$ cat config.mk
export PLATFORM = sky130hd
export DESIGN_NAME = decimal_scientific_formatter_unit
export DESIGN_NICKNAME = d
export VERILOG_FILES = /design/src/dsf_pkg.sv /design/src/dsf_front.sv /design/src/dsf_fifo.sv /design/src/dsf_back.sv /design/src/decimal_scientific_formatter_unit.sv
export SDC_FILE = /design/constraint.sdc
export NUM_CORES = 1
export LEC_CHECK = 0
export BUFFER_PORTS_ARGS = -buffer_cell sky130_fd_sc_hd__buf_2
export CAP_MARGIN = 20
export CORE_MARGIN = 2
export CORE_UTILIZATION = 30
export DETAILED_ROUTE_END_ITERATION = 10
export GPL_TIMING_DRIVEN = 0
export SETUP_SLACK_MARGIN = 0.5
export SLEW_MARGIN = 40
export SYNTH_ARGS = -nofsm -noshare
export SYNTH_HDL_FRONTEND = slang
export SYNTH_SLANG_ARGS = --single-unit
$ cat constraint.sdc
create_clock -name aclk -period 17.3 [get_ports aclk]
set_input_delay 3.46 -clock aclk [delete_from_list [all_inputs] [get_ports aclk]]
set_output_delay 3.46 -clock aclk [all_outputs]
set_load 0.02 [all_outputs]
$ cat src/dsf_pkg.sv
// Shared types and constants for the decimal scientific formatter.
`default_nettype none

package dsf_pkg;

    localparam int SIG_W         = 57;
    localparam int EXP_W         = 10;
    localparam int CHAR_W        = 7;
    localparam int DIG_SLOTS     = 17;
    localparam int LEN_W         = 5;
    localparam int SINGLE_DIGITS = 9;
    localparam int BITS_PER_STEP = 3;
    localparam int CONV_STEPS    = SIG_W / BITS_PER_STEP;
    localparam int STEP_W        = 5;
    localparam int MAG_W         = 10;
    localparam int ADJ_W         = 11;

    localparam logic [SIG_W-1:0] SINGLE_LIMIT = 57'd999999999;

    localparam logic [CHAR_W-1:0] CH_ZERO  = 7'h30;
    localparam logic [CHAR_W-1:0] CH_DOT   = 7'h2E;
    localparam logic [CHAR_W-1:0] CH_E     = 7'h45;
    localparam logic [CHAR_W-1:0] CH_MINUS = 7'h2D;

    typedef struct packed {
        logic [4*DIG_SLOTS-1:0] digits;
        logic [LEN_W-1:0]       len;
        logic                   neg;
        logic [11:0]            edig;
        logic [1:0]             elen;
    } entry_t;

    // 10**n - 1, elaboration only
    function automatic logic [SIG_W-1:0] pow10_m1(input int n);
        logic [SIG_W-1:0] p;
        p = 57'd1;
        for (int i = 0; i < n; i++) begin
            p = p * 57'd10;
        end
        return p - 57'd1;
    endfunction

endpackage

`default_nettype wire

$ cat src/dsf_front.sv
// Front end: accepts words, converts the significand to BCD, prepares exponent digits.
`default_nettype none

module dsf_front #(
    parameter int MAX_DIGITS = 17
) (
    input  wire logic                       aclk,
    input  wire logic                       aresetn,
    input  wire logic                       double_mode,
    input  wire logic                       s_valid,
    output logic                            s_ready,
    input  wire logic [dsf_pkg::SIG_W-1:0]  s_significand,
    input  wire logic [dsf_pkg::EXP_W-1:0]  s_exponent,
    output logic                            q_valid,
    input  wire logic                       q_ready,
    output dsf_pkg::entry_t                 q_data
);
    import dsf_pkg::*;

    localparam int BCD_W = 4 * MAX_DIGITS;
    localparam logic [SIG_W-1:0] DOUBLE_LIMIT = pow10_m1(MAX_DIGITS);

    typedef enum logic [2:0] {F_IDLE, F_CONV, F_LEN, F_EXP, F_DIG, F_PUSH} fstate_t;

    fstate_t            state_reg;
    logic [SIG_W-1:0]   bin_reg;
    logic [BCD_W-1:0]   bcd_reg;
    logic [STEP_W-1:0]  cnt_reg;
    logic [EXP_W-1:0]   exp_reg;
    logic [LEN_W-1:0]   len_reg;
    logic               neg_reg;
    logic [MAG_W-1:0]   mag_reg;
    logic [3:0]         hund_reg;
    logic [6:0]         rem_reg;

    logic [SIG_W-1:0]   limit;
    logic               sat;
    logic [BCD_W-1:0]   nines;
    logic [BCD_W-1:0]   bcd_next;
    logic [SIG_W-1:0]   bin_next;
    logic [LEN_W-1:0]   len_next;
    logic [ADJ_W-1:0]   adj;
    logic [ADJ_W-1:0]   adj_abs;
    logic [MAG_W-1:0]   mag_next;
    logic [15:0]        hprod;
    logic [3:0]         hund_next;
    logic [6:0]         rem_next;
    logic [13:0]        tprod;
    logic [3:0]         tens;
    logic [3:0]         ones;

    assign limit = double_mode ? DOUBLE_LIMIT : SINGLE_LIMIT;
    assign sat   = s_significand > limit;

    for (genvar gi = 0; gi < MAX_DIGITS; gi++) begin : g_nines
        assign nines[4*gi +: 4] = (double_mode || gi < SINGLE_DIGITS) ? 4'd9 : 4'd0;
    end

    // three double-dabble bits per cycle
    always_comb begin
        bcd_next = bcd_reg;
        bin_next = bin_reg;
        for (int k = 0; k < BITS_PER_STEP; k++) begin
            for (int i = 0; i < MAX_DIGITS; i++) begin
                if (bcd_next[4*i +: 4] >= 4'd5) begin
                    bcd_next[4*i +: 4] = bcd_next[4*i +: 4] + 4'd3;
                end
            end
            bcd_next = {bcd_next[BCD_W-2:0], bin_next[SIG_W-1]};
            bin_next = {bin_next[SIG_W-2:0], 1'b0};
        end
    end

    always_comb begin
        len_next = LEN_W'(1);
        for (int i = 1; i < MAX_DIGITS; i++) begin
            if (bcd_reg[4*i +: 4] != 4'd0) begin
                len_next = LEN_W'(i + 1);
            end
        end
    end

    always_comb begin
        adj      = {exp_reg[EXP_W-1], exp_reg} + {{(ADJ_W-LEN_W){1'b0}}, len_reg}
                   - ADJ_W'(1);
        adj_abs  = adj[ADJ_W-1] ? (~adj + ADJ_W'(1)) : adj;
        mag_next = adj_abs[MAG_W-1:0];
        if (!double_mode && adj_abs > ADJ_W'(99)) begin
            mag_next = MAG_W'(99);
        end else if (adj_abs > ADJ_W'(999)) begin
            mag_next = MAG_W'(999);
        end
    end

    // hundreds by reciprocal (exact below 1000)
    assign hprod     = {6'd0, mag_reg} * 16'd41;
    assign hund_next = hprod[15:12];
    assign rem_next  = 7'(mag_reg - (MAG_W'(hund_next) * MAG_W'(100)));

    // tens by reciprocal (exact below 100)
    assign tprod = {7'd0, rem_reg} * 14'd103;
    assign tens  = tprod[13:10];
    assign ones  = 4'(rem_reg - (7'(tens) * 7'd10));

    assign s_ready = (state_reg == F_IDLE);
    assign q_valid = (state_reg == F_PUSH);

    always_comb begin
        q_data        = '0;
        q_data.digits = (4*DIG_SLOTS)'(bcd_reg);
        q_data.len    = len_reg;
        q_data.neg    = neg_reg;
        q_data.edig   = {hund_reg, tens, ones};
        if (hund_reg != 4'd0) begin
            q_data.elen = 2'd3;
        end else if (rem_reg >= 7'd10) begin
            q_data.elen = 2'd2;
        end else begin
            q_data.elen = 2'd1;
        end
    end

    always_ff @(posedge aclk) begin
        if (!aresetn) begin
            state_reg <= F_IDLE;
            cnt_reg   <= '0;
        end else begin
            case (state_reg)
                F_IDLE: begin
                    if (s_valid) begin
                        exp_reg <= s_exponent;
                        cnt_reg <= '0;
                        if (sat) begin
                            bcd_reg   <= nines;
                            state_reg <= F_LEN;
                        end else begin
                            bin_reg   <= s_significand;
                            bcd_reg   <= '0;
                            state_reg <= F_CONV;
                        end
                    end
                end
                F_CONV: begin
                    bcd_reg <= bcd_next;
                    bin_reg <= bin_next;
                    cnt_reg <= cnt_reg + STEP_W'(1);
                    if (cnt_reg == STEP_W'(CONV_STEPS - 1)) begin
                        state_reg <= F_LEN;
                    end
                end
                F_LEN: begin
                    len_reg   <= len_next;
                    state_reg <= F_EXP;
                end
                F_EXP: begin
                    neg_reg   <= adj[ADJ_W-1];
                    mag_reg   <= mag_next;
                    state_reg <= F_DIG;
                end
                F_DIG: begin
                    hund_reg  <= hund_next;
                    rem_reg   <= rem_next;
                    state_reg <= F_PUSH;
                end
                F_PUSH: begin
                    if (q_ready) begin
                        state_reg <= F_IDLE;
                    end
                end
                default: state_reg <= F_IDLE;
            endcase
        end
    end

endmodule

`default_nettype wire

$ cat src/dsf_fifo.sv
// Short queue of prepared numbers between front and back end.
`default_nettype none

module dsf_fifo #(
    parameter int DEPTH = 2
) (
    input  wire logic            aclk,
    input  wire logic            aresetn,
    input  wire logic            wr_valid,
    output logic                 wr_ready,
    input  wire dsf_pkg::entry_t wr_data,
    output logic                 rd_valid,
    input  wire logic            rd_ready,
    output dsf_pkg::entry_t      rd_data
);
    import dsf_pkg::*;

    localparam int PTR_W = (DEPTH > 1) ? $clog2(DEPTH) : 1;
    localparam int CNT_W = $clog2(DEPTH + 1);

    entry_t             mem_reg [DEPTH];
    logic [PTR_W-1:0]   wr_ptr_reg;
    logic [PTR_W-1:0]   rd_ptr_reg;
    logic [CNT_W-1:0]   count_reg;
    logic               push;
    logic               pop;

    assign wr_ready = (count_reg != CNT_W'(DEPTH));
    assign rd_valid = (count_reg != '0);
    assign rd_data  = mem_reg[rd_ptr_reg];
    assign push     = wr_valid && wr_ready;
    assign pop      = rd_valid && rd_ready;

    always_ff @(posedge aclk) begin
        if (push) begin
            mem_reg[wr_ptr_reg] <= wr_data;
        end
    end

    always_ff @(posedge aclk) begin
        if (!aresetn) begin
            wr_ptr_reg <= '0;
            rd_ptr_reg <= '0;
            count_reg  <= '0;
        end else begin
            if (push) begin
                wr_ptr_reg <= (wr_ptr_reg == PTR_W'(DEPTH - 1)) ? '0 : wr_ptr_reg + PTR_W'(1);
            end
            if (pop) begin
                rd_ptr_reg <= (rd_ptr_reg == PTR_W'(DEPTH - 1)) ? '0 : rd_ptr_reg + PTR_W'(1);
            end
            if (push && !pop) begin
                count_reg <= count_reg + CNT_W'(1);
            end else if (pop && !push) begin
                count_reg <= count_reg - CNT_W'(1);
            end
        end
    end

endmodule

`default_nettype wire

$ cat src/dsf_back.sv
// Back end: walks a prepared number and emits its characters one per word.
`default_nettype none

module dsf_back (
    input  wire logic                        aclk,
    input  wire logic                        aresetn,
    input  wire logic                        q_valid,
    output logic                             q_ready,
    input  wire dsf_pkg::entry_t             q_data,
    output logic                             m_valid,
    input  wire logic                        m_ready,
    output logic [dsf_pkg::CHAR_W-1:0]       m_character,
    output logic                             m_last
);
    import dsf_pkg::*;

    typedef enum logic [2:0] {B_IDLE, B_LEAD, B_DOT, B_FRAC, B_E, B_NEG, B_EXP} bstate_t;

    bstate_t            state_reg;
    entry_t             ent_reg;
    logic [LEN_W-1:0]   idx_reg;
    logic [1:0]         eidx_reg;
    logic               m_valid_reg;
    logic [CHAR_W-1:0]  m_char_reg;
    logic               m_last_reg;

    logic               adv;
    logic [3:0]         sig_dig;
    logic [3:0]         exp_dig;

    assign adv     = !m_valid_reg || m_ready;
    assign q_ready = (state_reg == B_IDLE);
    assign sig_dig = ent_reg.digits[4*idx_reg +: 4];
    assign exp_dig = ent_reg.edig[4*eidx_reg +: 4];

    assign m_valid     = m_valid_reg;
    assign m_character = m_char_reg;
    assign m_last      = m_last_reg;

    always_ff @(posedge aclk) begin
        if (!aresetn) begin
            state_reg   <= B_IDLE;
            m_valid_reg <= 1'b0;
            m_last_reg  <= 1'b0;
        end else begin
            if (state_reg == B_IDLE) begin
                if (m_ready) begin
                    m_valid_reg <= 1'b0;
                end
                if (q_valid) begin
                    ent_reg   <= q_data;
                    idx_reg   <= q_data.len - LEN_W'(1);
                    state_reg <= B_LEAD;
                end
            end else if (adv) begin
                m_valid_reg <= 1'b1;
                m_last_reg  <= 1'b0;
                case (state_reg)
                    B_LEAD: begin
                        m_char_reg <= CH_ZERO + {3'b000, sig_dig};
                        idx_reg    <= idx_reg - LEN_W'(1);
                        state_reg  <= (ent_reg.len > LEN_W'(1)) ? B_DOT : B_E;
                    end
                    B_DOT: begin
                        m_char_reg <= CH_DOT;
                        state_reg  <= B_FRAC;
                    end
                    B_FRAC: begin
                        m_char_reg <= CH_ZERO + {3'b000, sig_dig};
                        idx_reg    <= idx_reg - LEN_W'(1);
                        if (idx_reg == '0) begin
                            state_reg <= B_E;
                        end
                    end
                    B_E: begin
                        m_char_reg <= CH_E;
                        eidx_reg   <= ent_reg.elen - 2'd1;
                        state_reg  <= ent_reg.neg ? B_NEG : B_EXP;
                    end
                    B_NEG: begin
                        m_char_reg <= CH_MINUS;
                        state_reg  <= B_EXP;
                    end
                    B_EXP: begin
                        m_char_reg <= CH_ZERO + {3'b000, exp_dig};
                        eidx_reg   <= eidx_reg - 2'd1;
                        if (eidx_reg == 2'd0) begin
                            m_last_reg <= 1'b1;
                            state_reg  <= B_IDLE;
                        end
                    end
                    default: begin
                        m_valid_reg <= 1'b0;
                        state_reg   <= B_IDLE;
                    end
                endcase
            end
        end
    end

endmodule

`default_nettype wire

$ cat src/decimal_scientific_formatter_unit.sv
// Top level: decimal scientific formatter, front end, queue and back end.
// An accepted word passes the BCD conversion at 3 bits a cycle (skipped when the significand
//   saturates) and the length, exponent and digit states before its first character, and
//   waits longer while the back end still emits earlier numbers.
// The front end takes no new number until the last one is in the queue; the back
//   end emits one character a cycle while m_ready allows, plus an idle state per number.
// Reset: synchronous active-low aresetn empties queue and output; double_mode resets to 1.
`default_nettype none

module decimal_scientific_formatter_unit #(
    parameter int MAX_DIGITS  = 17,
    parameter int QUEUE_DEPTH = 2
) (
    input  wire logic                       aclk,
    input  wire logic                       aresetn,
    input  wire logic                       cfg_wr_en,
    input  wire logic                       cfg_wr_data,
    input  wire logic                       s_valid,
    output logic                            s_ready,
    input  wire logic [dsf_pkg::SIG_W-1:0]  s_significand,
    input  wire logic [dsf_pkg::EXP_W-1:0]  s_exponent,
    output logic                            m_valid,
    input  wire logic                       m_ready,
    output logic [dsf_pkg::CHAR_W-1:0]      m_character,
    output logic                            m_last
);
    import dsf_pkg::*;

    logic   double_mode_reg;
    logic   fq_valid;
    logic   fq_ready;
    entry_t fq_data;
    logic   qb_valid;
    logic   qb_ready;
    entry_t qb_data;

    always_ff @(posedge aclk) begin
        if (!aresetn) begin
            double_mode_reg <= 1'b1;
        end else if (cfg_wr_en) begin
            double_mode_reg <= cfg_wr_data;
        end
    end

    dsf_front #(
        .MAX_DIGITS (MAX_DIGITS)
    ) u_front (
        .aclk          (aclk),
        .aresetn       (aresetn),
        .double_mode   (double_mode_reg),
        .s_valid       (s_valid),
        .s_ready       (s_ready),
        .s_significand (s_significand),
        .s_exponent    (s_exponent),
        .q_valid       (fq_valid),
        .q_ready       (fq_ready),
        .q_data        (fq_data)
    );

    dsf_fifo #(
        .DEPTH (QUEUE_DEPTH)
    ) u_fifo (
        .aclk     (aclk),
        .aresetn  (aresetn),
        .wr_valid (fq_valid),
        .wr_ready (fq_ready),
        .wr_data  (fq_data),
        .rd_valid (qb_valid),
        .rd_ready (qb_ready),
        .rd_data  (qb_data)
    );

    dsf_back u_back (
        .aclk        (aclk),
        .aresetn     (aresetn),
        .q_valid     (qb_valid),
        .q_ready     (qb_ready),
        .q_data      (qb_data),
        .m_valid     (m_valid),
        .m_ready     (m_ready),
        .m_character (m_character),
        .m_last      (m_last)
    );

endmodule

`default_nettype wire

==> flow_summary.rst <==
.. list-table::
   :header-rows: 1

   * - Metric
     - Value
   * - Status
     - completed
   * - Die Ht
     - 297 um
   * - Via count
     - 16300
   * - Final cell area excluding filler cells
     - 29700 um2
   * - Commonest non-fill, non-tap cells in the layout
     - 439 x edfxtp_1, 247 x nand2_1, 228 x ha_1
   * - Post-synthesis cell count
     - 2149
   * - Placed Cells
     - 3398
   * - CP max FO
     - 10
   * - CP Data Arrival Time
     - 6810 ps
   * - Number of cells upsized or downsized after cts
     - 0
   * - Hold Violations, Final
     - 0
   * - Total detailed-routing wirelength
     - 55200 um
   * - Via count of the first global-routing pass
     - 16100
   * - Non-filler cells in the finished layout
     - 3487
   * - Largest net degree at the start of global routing
     - 41
   * - Setup TNS
     - 0 ps
   * - Proportion of synthesized flip-flops having asynchronous set or reset
     - 0%
   * - Commonest non-fill, non-tap cell in the layout
     - edfxtp_1
   * - Class of the tightest hold or removal check
     - reg -> reg
   * - Port bufs
     - 82
   * - Number of DRC violations after detailed-routing iteration 0
     - 992
   * - Final setup slack of the worst path
     - 10800 ps
   * - Max Root-Sink Buffers
     - 3
   * - Final global-route overflow total
     - 0
   * - Count of TritonRoute iterations in the first routing pass
     - 6
   * - Transition time at the pin with the least slew margin
     - 863 ps
   * - Clock latency reported for the late side of the worst-skew pair
     - 590 ps
   * - Overall routing resource usage
     - 12.4%
   * - Die Area
     - 88200 um2
   * - Number of antenna violations at the first check in global routing
     - 2
   * - Worst slack after detailed placement
     - 10010 ps
   * - Area overhead of the layout relative to synthesis
     - 15.4%
   * - Routed length per placed instance
     - 15.8 um
   * - Reg clk slew, reported paths
     - 60 ps
   * - Endpoint type of the worst setup path
     - flop
   * - Quantity of hold-fixing buffers added after cts
     - 0
   * - Count of yosys warnings during synthesis
     - 0
   * - Initial Util
     - 30.3%
   * - Final count of negative-setup-slack endpoints
     - 0
   * - FMAX
     - 154 MHz
   * - Max transition margin
     - 42.1%
   * - # Post-CTS Setup Buffers
     - 0
   * - # IOs
     - 83
   * - Width of the die
     - 297 um
   * - Half-perimeter wire length after placement
     - 41600 um
   * - Final clock skew
     - 22.9 ps
   * - Clock sink count
     - 458
   * - # nets final
     - 2621
   * - Avg Inst Size Synth
     - 12.0 um2
   * - Startpoint class of the critical path
     - primary input
   * - Core area
     - 85100 um2
   * - Diode insertion count for antenna repair
     - 0
   * - Sequential-to-total area share from yosys stat
     - 52.6%
   * - Root cell of the clock tree
     - clkbuf_16
   * - Pwr Density
     - 142 nW/um2
   * - Leakage power
     - 11.4 nW
   * - Number of synthesized flops with an enable pin
     - 439
   * - Number of fillers in the final layout
     - 8434
   * - Final estimated routing congestion in global placement
     - 0.793
   * - Maximum vdd ir drop
     - 79.8 uV
   * - TritonCTS clock tree
     - built
   * - Wire length of the first global-routing pass
     - 88000 um
   * - Max-Cap Viols
     - 0
   * - Via count normalized by instance count
     - 4.67
   * - Post-Route Hold Slack
     - 461 ps
   * - Clock buffer count from CTS
     - 48
   * - Required time at the worst-slack endpoint
     - 17600 ps
   * - Number of nets with antenna violations after detailed routing
     - 0
   * - Dominant register cell in the synthesized netlist
     - edfxtp_1
   * - Flip-flop count of the largest register after layout
     - 176
   * - DRC viols
     - 0
   * - Final count of pins violating max slew
     - 0
   * - Fraction of final layout cells with drive strength greater than 1
     - 16.1%
   * - Net count after synthesis
     - 2465
   * - Post-route clock period utilization
     - 37.6%
   * - Site row count
     - 107
   * - Summed instance area of the synthesized netlist
     - 25800 um2
   * - Clock period minus final worst setup slack
     - 6500 ps
   * - Synth cell types
     - 79
   * - Count of H-tree levels built during CTS
     - 2
   * - Type of the setup path with the least slack
     - in -> reg
   * - Seq cells post-synth
     - 458
   * - RSZ-0062 raised after global routing
     - false
   * - Post-placement cell area
     - 28100 um2
## logic make-up after synthesis
group	after synthesis	synth area share [%]
AOI/OAI and AO/OA	360	8.79
xor gates and xnor gates	90	3.09
adders and majority gates	243	12.2
buffers and inverters	218	3.19
DFF	458	52.6
muxes	203	9.47
and+or+nand+nor	577	10.6
## layer usage
| layer | vias to the layer above | track usage, % | part of all wire (%) |
|---|---|---|---|
| li1 | 8120 | - | - |
| met3 | 67 | 1.50 | 3.9 |
| met5 | - | 0 | 0 |
| met4 | 0 | 3.37 | 2.0 |
| met1 | 7805 | 16.3 | 46 |
| met2 | 280 | 21.5 | 48 |
## synthesized netlist by cell type (37+ instances only)
master | instances | share of area, %
nand2_1 | 247 | 3.6
mux2_2 | 126 | 5.5
clkbuf_1 | 43 | 0.63
a21oi_1 | 124 | 2.4
xnor2_1 | 76 | 2.6
mux2i_1 | 57 | 2.2
ha_1 | 228 | 11
edfxtp_1 | 439 | 51
o21ai_0 | 97 | 1.9
nor3b_1 | 37 | 1.1
inv_1 | 168 | 2.4
nor2_1 | 129 | 1.9
## power breakdown
group,leakage (nW),switching (W),internal [W]
logic,6.40,0.000920,0.000721
registers,4.19,0.0000922,0.00142
clock network,0.779,0.000435,0.000628
total,11.4,0.00145,0.00277
## path summary, 6_finish.rpt
kind,from,end,slack (ps),cells after the start
min,u_front.hund_reg[0]$_DFFE_PP_,u_fifo.mem_reg[0][10]$_DFFE_PP_,460,0
max reg2reg,u_front.rem_reg[5]$_DFFE_PP_,u_fifo.mem_reg[1][5]$_DFFE_PP_,12190,17
max,s_significand[49],u_front.bcd_reg[64]$_DFFE_PP_,10800,11
min reg2reg,u_front.hund_reg[0]$_DFFE_PP_,u_fifo.mem_reg[0][10]$_DFFE_PP_,460,0
## metrics by stage
step           total power, W  utilization, %
2_1_floorplan         0.00279               -
3_3_place_gp          0.00315            32.4
3_5_place_dp          0.00318            33.0
4_1_cts               0.00425            34.9
5_1_grt               0.00451            34.9
6_report              0.00421            34.9
## critical path: stages
cell	delay, ps
buf_2	110
ha_1	180
or4_1	510
a221oi_1	530
o21ai_0	330
a2111oi_0	440
o21a_1	210
a21oi_2	160
nand3_1	420
buf_2	310
o21ai_0	150
## area by class of cell
type | count | area (um2) | share of cell area [%]
inverter | 169 | 634 | 2.13
tap | 1144 | 1430 | 4.82
sequential | 458 | 13600 | 45.6
buffer | 49 | 195 | 0.657
timing repair buffer | 106 | 840 | 2.82
clock inverter | 25 | 302 | 1.01
clock buffer | 63 | 1320 | 4.44
multi-input combinational | 1473 | 11400 | 38.5
Power figures use the tool's default switching activity.
